$ cat src/sble_pkg.sv
// Package for the S-box linear bias engine: widths, register and opcode codes,
// and the command and status structs between controller and datapath.
// No dependencies.
package sble_pkg;

	localparam int MAX_IN_BITS  = 8;
	localparam int MAX_OUT_BITS = 8;

	localparam int IN_W    = MAX_IN_BITS;
	localparam int DEPTH   = 1 << IN_W;
	localparam int ENTRY_W = 8;
	localparam int MASK_W  = 8;
	localparam int CFG_W   = 4;
	localparam int CIDX_W  = 2;
	localparam int CNT_W   = IN_W + 1;
	localparam int DIFF_W  = CNT_W + 1;
	localparam int RES_W   = 10;
	localparam int EXT_W   = (DIFF_W > RES_W) ? DIFF_W : RES_W;
	localparam int RES_MAX = 511;
	localparam int RES_MIN = -512;

	localparam logic [CIDX_W-1:0] CFG_IN_BITS     = 2'd0;
	localparam logic [CIDX_W-1:0] CFG_OUT_BITS    = 2'd1;
	localparam logic [CIDX_W-1:0] CFG_REPORT_MODE = 2'd2;

	localparam logic OP_LOAD  = 1'b0;
	localparam logic OP_QUERY = 1'b1;

	localparam logic MODE_BIAS  = 1'b0;
	localparam logic MODE_COUNT = 1'b1;

	typedef struct packed {
		logic load;
		logic start;
		logic rd;
		logic finish;
	} sble_cmd_t;

	typedef struct packed {
		logic last_addr;
		logic out_free;
	} sble_sts_t;

endpackage

$ cat src/sble_if.sv
// Channel interfaces of the S-box linear bias engine: input words and result words.
// Depends on sble_pkg for field widths.
interface sble_in_if;
	logic                            valid;
	logic                            ready;
	logic                            opcode;
	logic [sble_pkg::IN_W-1:0]       entry_index;
	logic [sble_pkg::ENTRY_W-1:0]    entry_value;
	logic [sble_pkg::MASK_W-1:0]     alpha_mask;
	logic [sble_pkg::MASK_W-1:0]     beta_mask;

	modport source (output valid, opcode, entry_index, entry_value, alpha_mask, beta_mask,
		input ready);
	modport sink (input valid, opcode, entry_index, entry_value, alpha_mask, beta_mask,
		output ready);
endinterface

interface sble_out_if;
	logic                            valid;
	logic                            ready;
	logic signed [sble_pkg::RES_W-1:0] result_value;
	logic [sble_pkg::MASK_W-1:0]     echo_alpha;
	logic [sble_pkg::MASK_W-1:0]     echo_beta;

	modport source (output valid, result_value, echo_alpha, echo_beta, input ready);
	modport sink (input valid, result_value, echo_alpha, echo_beta, output ready);
endinterface

$ cat src/sbox_linear_bias_engine_unit.sv
// S-box linear bias engine: one cell of a linear approximation table per query.
//
// in_ch carries input words: opcode 0 loads entry_value at entry_index into the
// S-box memory, opcode 1 queries the mask pair alpha_mask / beta_mask. out_ch
// carries one result word per query: result_value (bias count - 2^(n-1), or the
// raw agreement count when report_mode is set) with both masks echoed.
// The cfg port writes in_bits (index 0), out_bits (1) and report_mode (2).
//
// A load writes the S-box memory as it is accepted. A query reads the 2^n stored
// entries one per cycle from the synchronous S-box memory, then counts the last read
// word, then writes the result register; the next word is taken only after that.
// The single memory read port sets that pace.
// After reset in_bits and out_bits are 8 and report_mode is 0; S-box entries hold
// no defined value until loaded, and every entry a query reads must be loaded.
// The result register frees the input side: a new word is taken while a result
// waits; a query that finishes while out_ch still stalls holds until it drains.
// Depends on sble_pkg, sble_if, sble_ctrl and sble_dp.
module sbox_linear_bias_engine_unit (
	input  logic                        clk,
	input  logic                        arst_n,
	input  logic                        cfg_we,
	input  logic [sble_pkg::CIDX_W-1:0] cfg_index,
	input  logic [sble_pkg::CFG_W-1:0]  cfg_data,
	sble_in_if.sink                     in_ch,
	sble_out_if.source                  out_ch
);
	import sble_pkg::*;

	sble_cmd_t cmd;
	sble_sts_t sts;

	sble_ctrl u_ctrl (
		.clk       (clk),
		.arst_n    (arst_n),
		.in_valid  (in_ch.valid),
		.in_opcode (in_ch.opcode),
		.in_ready  (in_ch.ready),
		.sts       (sts),
		.cmd       (cmd)
	);

	sble_dp u_dp (
		.clk          (clk),
		.arst_n       (arst_n),
		.cmd          (cmd),
		.sts          (sts),
		.cfg_we       (cfg_we),
		.cfg_index    (cfg_index),
		.cfg_data     (cfg_data),
		.entry_index  (in_ch.entry_index),
		.entry_value  (in_ch.entry_value),
		.alpha_mask   (in_ch.alpha_mask),
		.beta_mask    (in_ch.beta_mask),
		.out_ready    (out_ch.ready),
		.out_valid    (out_ch.valid),
		.result_value (out_ch.result_value),
		.echo_alpha   (out_ch.echo_alpha),
		.echo_beta    (out_ch.echo_beta)
	);

endmodule

$ cat src/sble_ctrl.sv
// Controller of the S-box linear bias engine: sequences loads and table walks.
// Depends on sble_pkg for the command and status structs.
module sble_ctrl (
	input  logic                 clk,
	input  logic                 arst_n,
	input  logic                 in_valid,
	input  logic                 in_opcode,
	output logic                 in_ready,
	input  sble_pkg::sble_sts_t  sts,
	output sble_pkg::sble_cmd_t  cmd
);
	import sble_pkg::*;

	localparam logic [1:0] S_IDLE = 2'd0;
	localparam logic [1:0] S_WALK = 2'd1;
	localparam logic [1:0] S_LAST = 2'd2;
	localparam logic [1:0] S_DONE = 2'd3;

	logic [1:0] state_q;
	logic [1:0] state_d;
	logic       accept;

	assign in_ready = (state_q == S_IDLE);
	assign accept   = in_valid && in_ready;

	always_comb begin
		state_d    = state_q;
		cmd        = '0;
		unique case (state_q)
			S_IDLE: begin
				if (accept && in_opcode == OP_LOAD) begin
					cmd.load = 1'b1;
				end else if (accept) begin
					cmd.start = 1'b1;
					state_d   = S_WALK;
				end
			end
			S_WALK: begin
				cmd.rd = 1'b1;
				if (sts.last_addr) begin
					state_d = S_LAST;
				end
			end
			// last read word is counted in this cycle
			S_LAST: begin
				state_d = S_DONE;
			end
			S_DONE: begin
				if (sts.out_free) begin
					cmd.finish = 1'b1;
					state_d    = S_IDLE;
				end
			end
			default: begin
				state_d = S_IDLE;
			end
		endcase
	end

	always_ff @(posedge clk or negedge arst_n) begin
		if (!arst_n) begin
			state_q <= S_IDLE;
		end else begin
			state_q <= state_d;
		end
	end

`ifndef SYNTH
	a_walk_end: assert property (@(posedge clk) disable iff (!arst_n)
		(state_q == S_WALK && sts.last_addr) |=> (state_q == S_LAST))
		else $error("walk did not end after last address");
	a_last_done: assert property (@(posedge clk) disable iff (!arst_n)
		(state_q == S_LAST) |=> (state_q == S_DONE))
		else $error("last read not followed by result stage");
	a_finish_free: assert property (@(posedge clk) disable iff (!arst_n)
		cmd.finish |=> (state_q == S_IDLE && !$past(cmd.start)))
		else $error("result written without return to idle");
`endif

endmodule

$ cat src/sble_dp.sv
// Datapath of the S-box linear bias engine: config registers, S-box memory,
// walk address counter, agreement counter and result register. Depends on sble_pkg.
module sble_dp (
	input  logic                              clk,
	input  logic                              arst_n,
	input  sble_pkg::sble_cmd_t               cmd,
	output sble_pkg::sble_sts_t               sts,
	input  logic                              cfg_we,
	input  logic [sble_pkg::CIDX_W-1:0]       cfg_index,
	input  logic [sble_pkg::CFG_W-1:0]        cfg_data,
	input  logic [sble_pkg::IN_W-1:0]         entry_index,
	input  logic [sble_pkg::ENTRY_W-1:0]      entry_value,
	input  logic [sble_pkg::MASK_W-1:0]       alpha_mask,
	input  logic [sble_pkg::MASK_W-1:0]       beta_mask,
	input  logic                              out_ready,
	output logic                              out_valid,
	output logic signed [sble_pkg::RES_W-1:0] result_value,
	output logic [sble_pkg::MASK_W-1:0]       echo_alpha,
	output logic [sble_pkg::MASK_W-1:0]       echo_beta
);
	import sble_pkg::*;

	logic [CFG_W-1:0]   in_bits_q;
	logic [CFG_W-1:0]   out_bits_q;
	logic               mode_q;
	logic [CFG_W-1:0]   n_eff;
	logic [CFG_W-1:0]   m_eff;
	logic [ENTRY_W-1:0] mmask;
	logic [IN_W-1:0]    last_x;
	logic [CNT_W-1:0]   half;

	logic [ENTRY_W-1:0] mem_q [DEPTH];
	logic [IN_W-1:0]    addr_q;
	logic [IN_W-1:0]    x_s1;
	logic [ENTRY_W-1:0] data_s1;
	logic               rd_s1;
	logic [IN_W-1:0]    alpha_q;
	logic [ENTRY_W-1:0] beta_q;
	logic [MASK_W-1:0]  alpha_raw_q;
	logic [MASK_W-1:0]  beta_raw_q;
	logic [CNT_W-1:0]   count_q;
	logic               agree;

	logic signed [DIFF_W-1:0] diff;
	logic signed [EXT_W-1:0]  sel;
	logic signed [EXT_W-1:0]  lim_hi;
	logic signed [EXT_W-1:0]  lim_lo;
	logic signed [RES_W-1:0]  res;

	always_ff @(posedge clk or negedge arst_n) begin
		if (!arst_n) begin
			in_bits_q  <= CFG_W'(MAX_IN_BITS);
			out_bits_q <= CFG_W'(MAX_OUT_BITS);
			mode_q     <= MODE_BIAS;
		end else if (cfg_we) begin
			unique case (cfg_index)
				CFG_IN_BITS:     in_bits_q  <= cfg_data;
				CFG_OUT_BITS:    out_bits_q <= cfg_data;
				CFG_REPORT_MODE: mode_q     <= cfg_data[0];
				default: begin
				end
			endcase
		end
	end

	// clamp widths into their legal range
	always_comb begin
		priority if (in_bits_q == '0) n_eff = CFG_W'(1);
		else if (in_bits_q > MAX_IN_BITS) n_eff = CFG_W'(MAX_IN_BITS);
		else n_eff = in_bits_q;
		priority if (out_bits_q == '0) m_eff = CFG_W'(1);
		else if (out_bits_q > MAX_OUT_BITS) m_eff = CFG_W'(MAX_OUT_BITS);
		else m_eff = out_bits_q;
	end

	assign mmask  = ENTRY_W'(((ENTRY_W + 1)'(1) << m_eff) - (ENTRY_W + 1)'(1));
	assign last_x = IN_W'((CNT_W'(1) << n_eff) - CNT_W'(1));
	assign half   = (CNT_W'(1) << n_eff) >> 1;

	assign sts.last_addr = (addr_q == last_x);
	assign sts.out_free  = !out_valid || out_ready;

	always_ff @(posedge clk) begin
		if (cmd.load) begin
			mem_q[entry_index] <= entry_value;
		end
		data_s1 <= mem_q[addr_q];
	end

	always_ff @(posedge clk) begin
		if (cmd.start) begin
			alpha_q     <= IN_W'(alpha_mask);
			beta_q      <= ENTRY_W'(beta_mask) & mmask;
			alpha_raw_q <= alpha_mask;
			beta_raw_q  <= beta_mask;
		end
		x_s1 <= addr_q;
	end

	always_ff @(posedge clk or negedge arst_n) begin
		if (!arst_n) begin
			addr_q <= '0;
			rd_s1  <= 1'b0;
		end else begin
			rd_s1 <= cmd.rd;
			if (cmd.start) begin
				addr_q <= '0;
			end else if (cmd.rd) begin
				addr_q <= addr_q + IN_W'(1);
			end
		end
	end

	// x stays below 2^n, so alpha needs no further mask here
	assign agree = ~((^(alpha_q & x_s1)) ^ (^(beta_q & data_s1)));

	always_ff @(posedge clk) begin
		if (cmd.start) begin
			count_q <= '0;
		end else if (rd_s1 && agree) begin
			count_q <= count_q + CNT_W'(1);
		end
	end

	assign diff   = $signed({1'b0, count_q}) - $signed({1'b0, half});
	assign sel    = (mode_q == MODE_COUNT) ? EXT_W'($signed({1'b0, count_q})) : EXT_W'(diff);
	assign lim_hi = EXT_W'(RES_MAX);
	assign lim_lo = EXT_W'(RES_MIN);

	always_comb begin
		priority if (sel > lim_hi) res = RES_W'(RES_MAX);
		else if (sel < lim_lo) res = RES_W'(RES_MIN);
		else res = RES_W'(sel);
	end

	always_ff @(posedge clk or negedge arst_n) begin
		if (!arst_n) begin
			out_valid <= 1'b0;
		end else if (cmd.finish) begin
			out_valid <= 1'b1;
		end else if (out_ready) begin
			out_valid <= 1'b0;
		end
	end

	always_ff @(posedge clk) begin
		if (cmd.finish) begin
			result_value <= res;
			echo_alpha   <= alpha_raw_q;
			echo_beta    <= beta_raw_q;
		end
	end

endmodule

$ cat src/flat_wrapper.sv
// flat-port wrapper written by rule: the top's interface ports become plain ports
module sbox_linear_bias_engine_unit_flat import sble_pkg::*;
  (clk, arst_n, cfg_we, cfg_index, cfg_data, in_ch_valid, in_ch_opcode, in_ch_entry_index, in_ch_entry_value, in_ch_alpha_mask, in_ch_beta_mask, in_ch_ready, out_ch_valid, out_ch_result_value, out_ch_echo_alpha, out_ch_echo_beta, out_ch_ready);
  sble_in_if in_ch_i ();
  sble_out_if out_ch_i ();
  input  logic clk;
  input  logic arst_n;
  input  logic cfg_we;
  input  logic [sble_pkg::CIDX_W-1:0] cfg_index;
  input  logic [sble_pkg::CFG_W-1:0] cfg_data;
  input wire logic [$bits(in_ch_i.valid)-1:0] in_ch_valid;
  input wire logic [$bits(in_ch_i.opcode)-1:0] in_ch_opcode;
  input wire logic [$bits(in_ch_i.entry_index)-1:0] in_ch_entry_index;
  input wire logic [$bits(in_ch_i.entry_value)-1:0] in_ch_entry_value;
  input wire logic [$bits(in_ch_i.alpha_mask)-1:0] in_ch_alpha_mask;
  input wire logic [$bits(in_ch_i.beta_mask)-1:0] in_ch_beta_mask;
  output wire logic [$bits(in_ch_i.ready)-1:0] in_ch_ready;
  output wire logic [$bits(out_ch_i.valid)-1:0] out_ch_valid;
  output wire logic [$bits(out_ch_i.result_value)-1:0] out_ch_result_value;
  output wire logic [$bits(out_ch_i.echo_alpha)-1:0] out_ch_echo_alpha;
  output wire logic [$bits(out_ch_i.echo_beta)-1:0] out_ch_echo_beta;
  input wire logic [$bits(out_ch_i.ready)-1:0] out_ch_ready;
  assign in_ch_i.valid = in_ch_valid;
  assign in_ch_i.opcode = in_ch_opcode;
  assign in_ch_i.entry_index = in_ch_entry_index;
  assign in_ch_i.entry_value = in_ch_entry_value;
  assign in_ch_i.alpha_mask = in_ch_alpha_mask;
  assign in_ch_i.beta_mask = in_ch_beta_mask;
  assign in_ch_ready = in_ch_i.ready;
  assign out_ch_valid = out_ch_i.valid;
  assign out_ch_result_value = out_ch_i.result_value;
  assign out_ch_echo_alpha = out_ch_i.echo_alpha;
  assign out_ch_echo_beta = out_ch_i.echo_beta;
  assign out_ch_i.ready = out_ch_ready;
  sbox_linear_bias_engine_unit u_core (.clk(clk), .arst_n(arst_n), .cfg_we(cfg_we), .cfg_index(cfg_index), .cfg_data(cfg_data), .in_ch(in_ch_i), .out_ch(out_ch_i));
endmodule
$ cat config.mk
export PLATFORM = sky130hd
export DESIGN_NAME = sbox_linear_bias_engine_unit_flat
export DESIGN_NICKNAME = d
export VERILOG_FILES = /design/src/sble_pkg.sv /design/src/sble_if.sv /design/src/sbox_linear_bias_engine_unit.sv /design/src/sble_ctrl.sv /design/src/sble_dp.sv /design/src/flat_wrapper.sv
export SDC_FILE = /design/constraint.sdc
export NUM_CORES = 2
export LEC_CHECK = 0
export BUFFER_PORTS_ARGS = -buffer_cell sky130_fd_sc_hd__buf_2
export CAP_MARGIN = 20
export CELL_PAD_IN_SITES_DETAIL_PLACEMENT = 1
export CELL_PAD_IN_SITES_GLOBAL_PLACEMENT = 2
export CORE_MARGIN = 8
export CORE_UTILIZATION = 55
export CTS_BUF_LIST = sky130_fd_sc_hd__clkbuf_8
export CTS_CLUSTER_DIAMETER = 50
export DETAILED_ROUTE_END_ITERATION = 6
export PLACE_DENSITY_LB_ADDON = 0.1
export SETUP_SLACK_MARGIN = 0.02
export SLEW_MARGIN = 25
export SYNTH_ARGS = -nofsm -noshare
export SYNTH_HDL_FRONTEND = slang
export SYNTH_HIERARCHICAL = 1
export SYNTH_SLANG_ARGS = --single-unit
$ cat constraint.sdc
create_clock -name clk -period 4.4 [get_ports clk]
set_input_delay 0.88 -clock clk [delete_from_list [all_inputs] [get_ports clk]]
set_output_delay 0.88 -clock clk [all_outputs]
set_load 0.01 [all_outputs]
==> flow_summary_export.csv <==
group,metric,value,unit
synth,yosysMostFrequentCell,"sky130_fd_sc_hd__edfxtp_1",
grt,grt_first_pass_wirelength,334000,µm
routing,dr.first_iter.drc_count,5342,
timing,highest_achievable_clock_rate,259,MHz
synth,synth_top_cell_by_area,"sky130_fd_sc_hd__edfxtp_1",
synth,synth_compound_gate_area_share,2.19,%
synth,synth_ff_type,"sky130_fd_sc_hd__edfxtp_1",
cells_and_area,nFillCells,12700,
pwr,pwr_density_cell,567,nW/µm²
grt,via_count_of_the_first_global_routing_pass,45500,
timing,fin_tns_setup,0,ps
critical_path,master_of_the_slowest_instance_on_the_critical_path,"sky130_fd_sc_hd__a2111oi_0",
timing,timing_hold_violations_final,0,
routing,ant_nets,0,
outcome,run_status,"finished, final reports clean",
pwr,power.leakage,30.9,nW
pwr,p_int,37.7,mW
cells_and_area,area_occupied_by_multi_input_gates,18500,µm²
cts,cts_root_buffer,"sky130_fd_sc_hd__clkbuf_8",
synth,synthDominantCellAreaShare,75.1,%
synth,library_cells_used_by_synthesis,70,
timing,slew_headroom,31.8,%
routing,drt_pass1_iterations,7,
pwr,maximum_vdd_ir_drop,0.000324,V
timing,final-setup-viol-count,0,
synth,synth-adder-area-share,0.292,%
timing,rsz0062_at_grt,"no",
floorplanning,die_area,165000,µm²
floorplanning,pin_count,72,
grt,groute.usage.overall,28.4,%
routing,drc_errors,0,
synth,post_synth_most_frequent_cells,"sky130_fd_sc_hd__edfxtp_1 (2098), sky130_fd_sc_hd__mux4_2 (507), sky130_fd_sc_hd__nor2_1 (318), sky130_fd_sc_hd__mux2i_1 (170), sky130_fd_sc_hd__nand2_1 (153)",
floorplanning,num_rows,143,
critical_path,worstPathArrival,4760,ps
cts,cts_made_buffers,360,
critical_path,worst-path-max-fanout,27,
synth,synth_top_family_by_area,"multiplexers",
place,placement.io_buffers,71,
critical_path,kind_of_critical_path,"reg -> reg",
pwr,combinationalPowerShare,27.0,%
critical_path,required,5290,ps
timing,slew_viol_final,0,
cells_and_area,fraction_of_final_layout_cells_sized_beyond_drive_strength_1,27.9,%
synth,post_synth_instance_area,83900,µm²
synth,postSynthAreaPerCell,20.8,µm²
critical_path,timing.critical_path.to_type,"register",
grt,grt_start_max_net_pins,120,
floorplanning,horizontal_extent_of_the_die,407,µm
routing,wl_per_cell,34.2,µm
floorplanning,fp.dieH,407,µm
synth,post_synth_xor_area_fraction,0.386,%
run,max_cap_viols,0,
synth,ys_seq_area_share,76.3,%
timing,worst_clock_skew,46.1,ps
cells_and_area,synthToLayoutAreaGrowth,13.2,%
cts,cts_tree,"yes",
critical_path,cp_common_cell,"sky130_fd_sc_hd__buf_12",
timing,timing_worst_slew_pin_value,1020,ps
pwr,power_frac_clock,29.9,%
synth,post_synth_inst_count,4039,
synth,synth_top_cells_by_area,"sky130_fd_sc_hd__edfxtp_1 (75%), sky130_fd_sc_hd__mux4_2 (14%), sky130_fd_sc_hd__mux2i_1 (2.0%), sky130_fd_sc_hd__nor2_1 (1.4%), sky130_fd_sc_hd__nand2_1 (0.68%)",
synth,yosys_warnings,6,
place,dp_hpwl,149000,µm
synth,post_synth_simple_gate_area,3.12,%
pwr,swShare,30.0,%
floorplanning,initial_utilization,55.3,%
synth,yosys_register_bits,2144,
cells_and_area,num-nets-final,4631,
place,finalWeightedCongestion,0.847,
floorplanning,placeableCoreArea,152000,µm²
cts,cts_max_level,5,
pwr,power.share.sequential,43.1,%
cts,clkSlewWorstSetupHoldPaths,60,ps
critical_path,max_stage_delay,880,ps
place,placement_stage_cell_area,88400,µm²
grt,initial_antenna_violation_count,9,
pwr,power_switching,16.2,mW
cts,clockBufferDepth,4,
cts,insertion_delay,1020,ps
timing,shortest_clock_period_the_worst_path_allows_after_layout,3870,ps
cells_and_area,stdcell_area,95000,µm²
synth,post_synth_mux_area_share,16.0,%
cts,cts_num_sinks,2144,
synth,asyncSetResetFlopFracSynth,0.979,%
worst_hold_path,hold_path_class,"in -> reg",
critical_path,crit_path_start_kind,"register",
routing,viasPerCell,6.40,
critical_path,cp_cell_sequence,"buf_12 -> buf_12 -> buf_12 -> mux4_2 -> a2111oi_0 -> a2111oi_0 -> a2111oi_2 -> nor2_1 -> a32o_1",
grt,overflow,0,
routing,wl,235000,µm
synth,synth_enable_flop_cells,2098,
cells_and_area,area.sequential,64100,µm²
timing,fin_crit_sh,87.9,%
routing,route.vias.total,43900,
## cell families after synthesis
logic type / after synthesis
compound gates: 271
xor+xnor: 37
fa+ha+maj: 19
buf+inv: 253
flops: 2144
mux: 697
other cells: 1
simple gates: 617
## registers in the layout (all words and copies together), names as in the netlist
signal / flops
u_core/u_dp/mode_q: 1
u_core/u_dp/data_s1: 8
u_core/u_dp/mem_q: 2048
u_core/u_dp/x_s1: 8
u_core/u_dp/rd_s1: 1
u_core/u_dp/echo_beta: 8
u_core/u_ctrl/state_q: 2
u_core/u_dp/result_value: 10
u_core/u_dp/in_bits_q: 4
u_core/u_dp/alpha_raw_q: 8
u_core/u_dp/beta_raw_q: 8
u_core/u_dp/out_valid: 1
u_core/u_dp/beta_q: 8
u_core/u_dp/out_bits_q: 4
u_core/u_dp/count_q: 9
u_core/u_dp/echo_alpha: 8
u_core/u_dp/addr_q: 8
## timing repair
item / CTS / global route
buffers inserted: 0 / 0
gates resized for setup: 0 / 0
endpoints found under the hold margin: 36 / 0
hold buffers: 17 / 0
## metrics by stage
step                hold slack [ps]  instances  util, %  total power [mW]  setup WS [ps]
detailed placement              406       6219     58.3              38.2            389
floorplan                       342       4040        -              32.8           1390
global placement                402       6219     58.3              38.0            419
CTS                            38.7       6855     62.6              54.3            551
finish                          150       6857     62.6              53.9            532
global route                   76.5       6856     62.6              55.7            473
## power groups by stage
| stage | combinational (mW) | sequential, mW | clock, mW |
|---|---|---|---|
| after floorplan | 9.55 | 23.3 | 0 |
| after global placement | 14.4 | 23.6 | 0 |
| after detailed placement | 14.5 | 23.6 | 0 |
| after CTS | 14.6 | 23.2 | 16.5 |
| after global routing | 15.2 | 23.2 | 17.3 |
| final | 14.5 | 23.2 | 16.1 |
## worst max-delay path: cells and delay by family, from the launching register on
| kind | cells | cell delay (ps) |
|---|---|---|
| compound gates | 4 | 1700 |
| mux | 1 | 520 |
| simple gates | 1 | 70 |
| flops | 1 | 710 |
| buf+inv | 3 | 700 |
## final timing paths
check / start / endpoint / slack, ps / cells after the start
setup / recovery: u_core/u_dp/addr_q[0]$_DFFE_PN0P_ / u_core/u_dp/data_s1[2]$_DFF_P_ / 530 / 9
max in group asynchronous: arst_n / u_core/u_dp/addr_q[0]$_DFFE_PN0P_ / 3470 / 2
min in group asynchronous: arst_n / u_core/u_dp/addr_q[5]$_DFFE_PN0P_ / 430 / 2
hold / removal: cfg_data[2] / u_core/u_dp/out_bits_q[2]$_DFFE_PN0P_ / 150 / 2
setup reg to reg: u_core/u_dp/addr_q[0]$_DFFE_PN0P_ / u_core/u_dp/data_s1[2]$_DFF_P_ / 530 / 9
hold reg to reg: u_core/u_dp/beta_raw_q[3]$_DFFE_PP_ / u_core/u_dp/echo_beta[3]$_DFFE_PP_ / 420 / 0
## layer usage
metal,routed length (µm),up-vias,GRT usage [%]
met4,6270,4,7.85
met5,27,-,0
li1,-,17700,-
met3,20000,404,5.69
met2,112000,2164,44.9
met1,95900,23600,41.1
## area by class of cell
type / instances / area share, %
clock buffers: 369 / 5.35
clock inverters: 250 / 1.38
well taps: 2030 / 2.67
flip-flops and latches: 2144 / 67.4
multi-input cells: 1643 / 19.5
diodes: 2 / 0.00527
repair buffers: 401 / 3.59
inverters: 18 / 0.0790
## layout by cell type (no fill, tap or decap), types with 7 or more instances in the layout
cell / count
sky130_fd_sc_hd__a2111oi_0: 9
sky130_fd_sc_hd__xor2_1: 15
sky130_fd_sc_hd__o221ai_1: 12
sky130_fd_sc_hd__o21ai_0: 48
sky130_fd_sc_hd__and2_1: 11
sky130_fd_sc_hd__mux4_2: 507
sky130_fd_sc_hd__nor3_1: 17
sky130_fd_sc_hd__o31ai_1: 9
sky130_fd_sc_hd__mux2_2: 15
sky130_fd_sc_hd__nand2_1: 153
sky130_fd_sc_hd__buf_2: 63
sky130_fd_sc_hd__edfxtp_1: 2098
sky130_fd_sc_hd__a21oi_1: 59
sky130_fd_sc_hd__bufinv_16: 12
sky130_fd_sc_hd__buf_4: 276
sky130_fd_sc_hd__clkinv_1: 78
sky130_fd_sc_hd__a211oi_1: 15
sky130_fd_sc_hd__dfxtp_1: 25
sky130_fd_sc_hd__nor2b_1: 19
sky130_fd_sc_hd__dlygate4sd3_1: 17
sky130_fd_sc_hd__inv_1: 147
sky130_fd_sc_hd__nand3_1: 43
sky130_fd_sc_hd__a22oi_1: 14
sky130_fd_sc_hd__ha_1: 18
sky130_fd_sc_hd__o21a_1: 7
sky130_fd_sc_hd__dfrtp_1: 12
sky130_fd_sc_hd__nand4_1: 13
sky130_fd_sc_hd__nor2_1: 313
sky130_fd_sc_hd__o22ai_1: 24
sky130_fd_sc_hd__xnor2_1: 22
sky130_fd_sc_hd__clkbuf_8: 377
sky130_fd_sc_hd__clkinv_2: 21
sky130_fd_sc_hd__a221oi_1: 23
sky130_fd_sc_hd__mux2i_1: 170
sky130_fd_sc_hd__buf_12: 37
(Power assumes the default switching activity.)
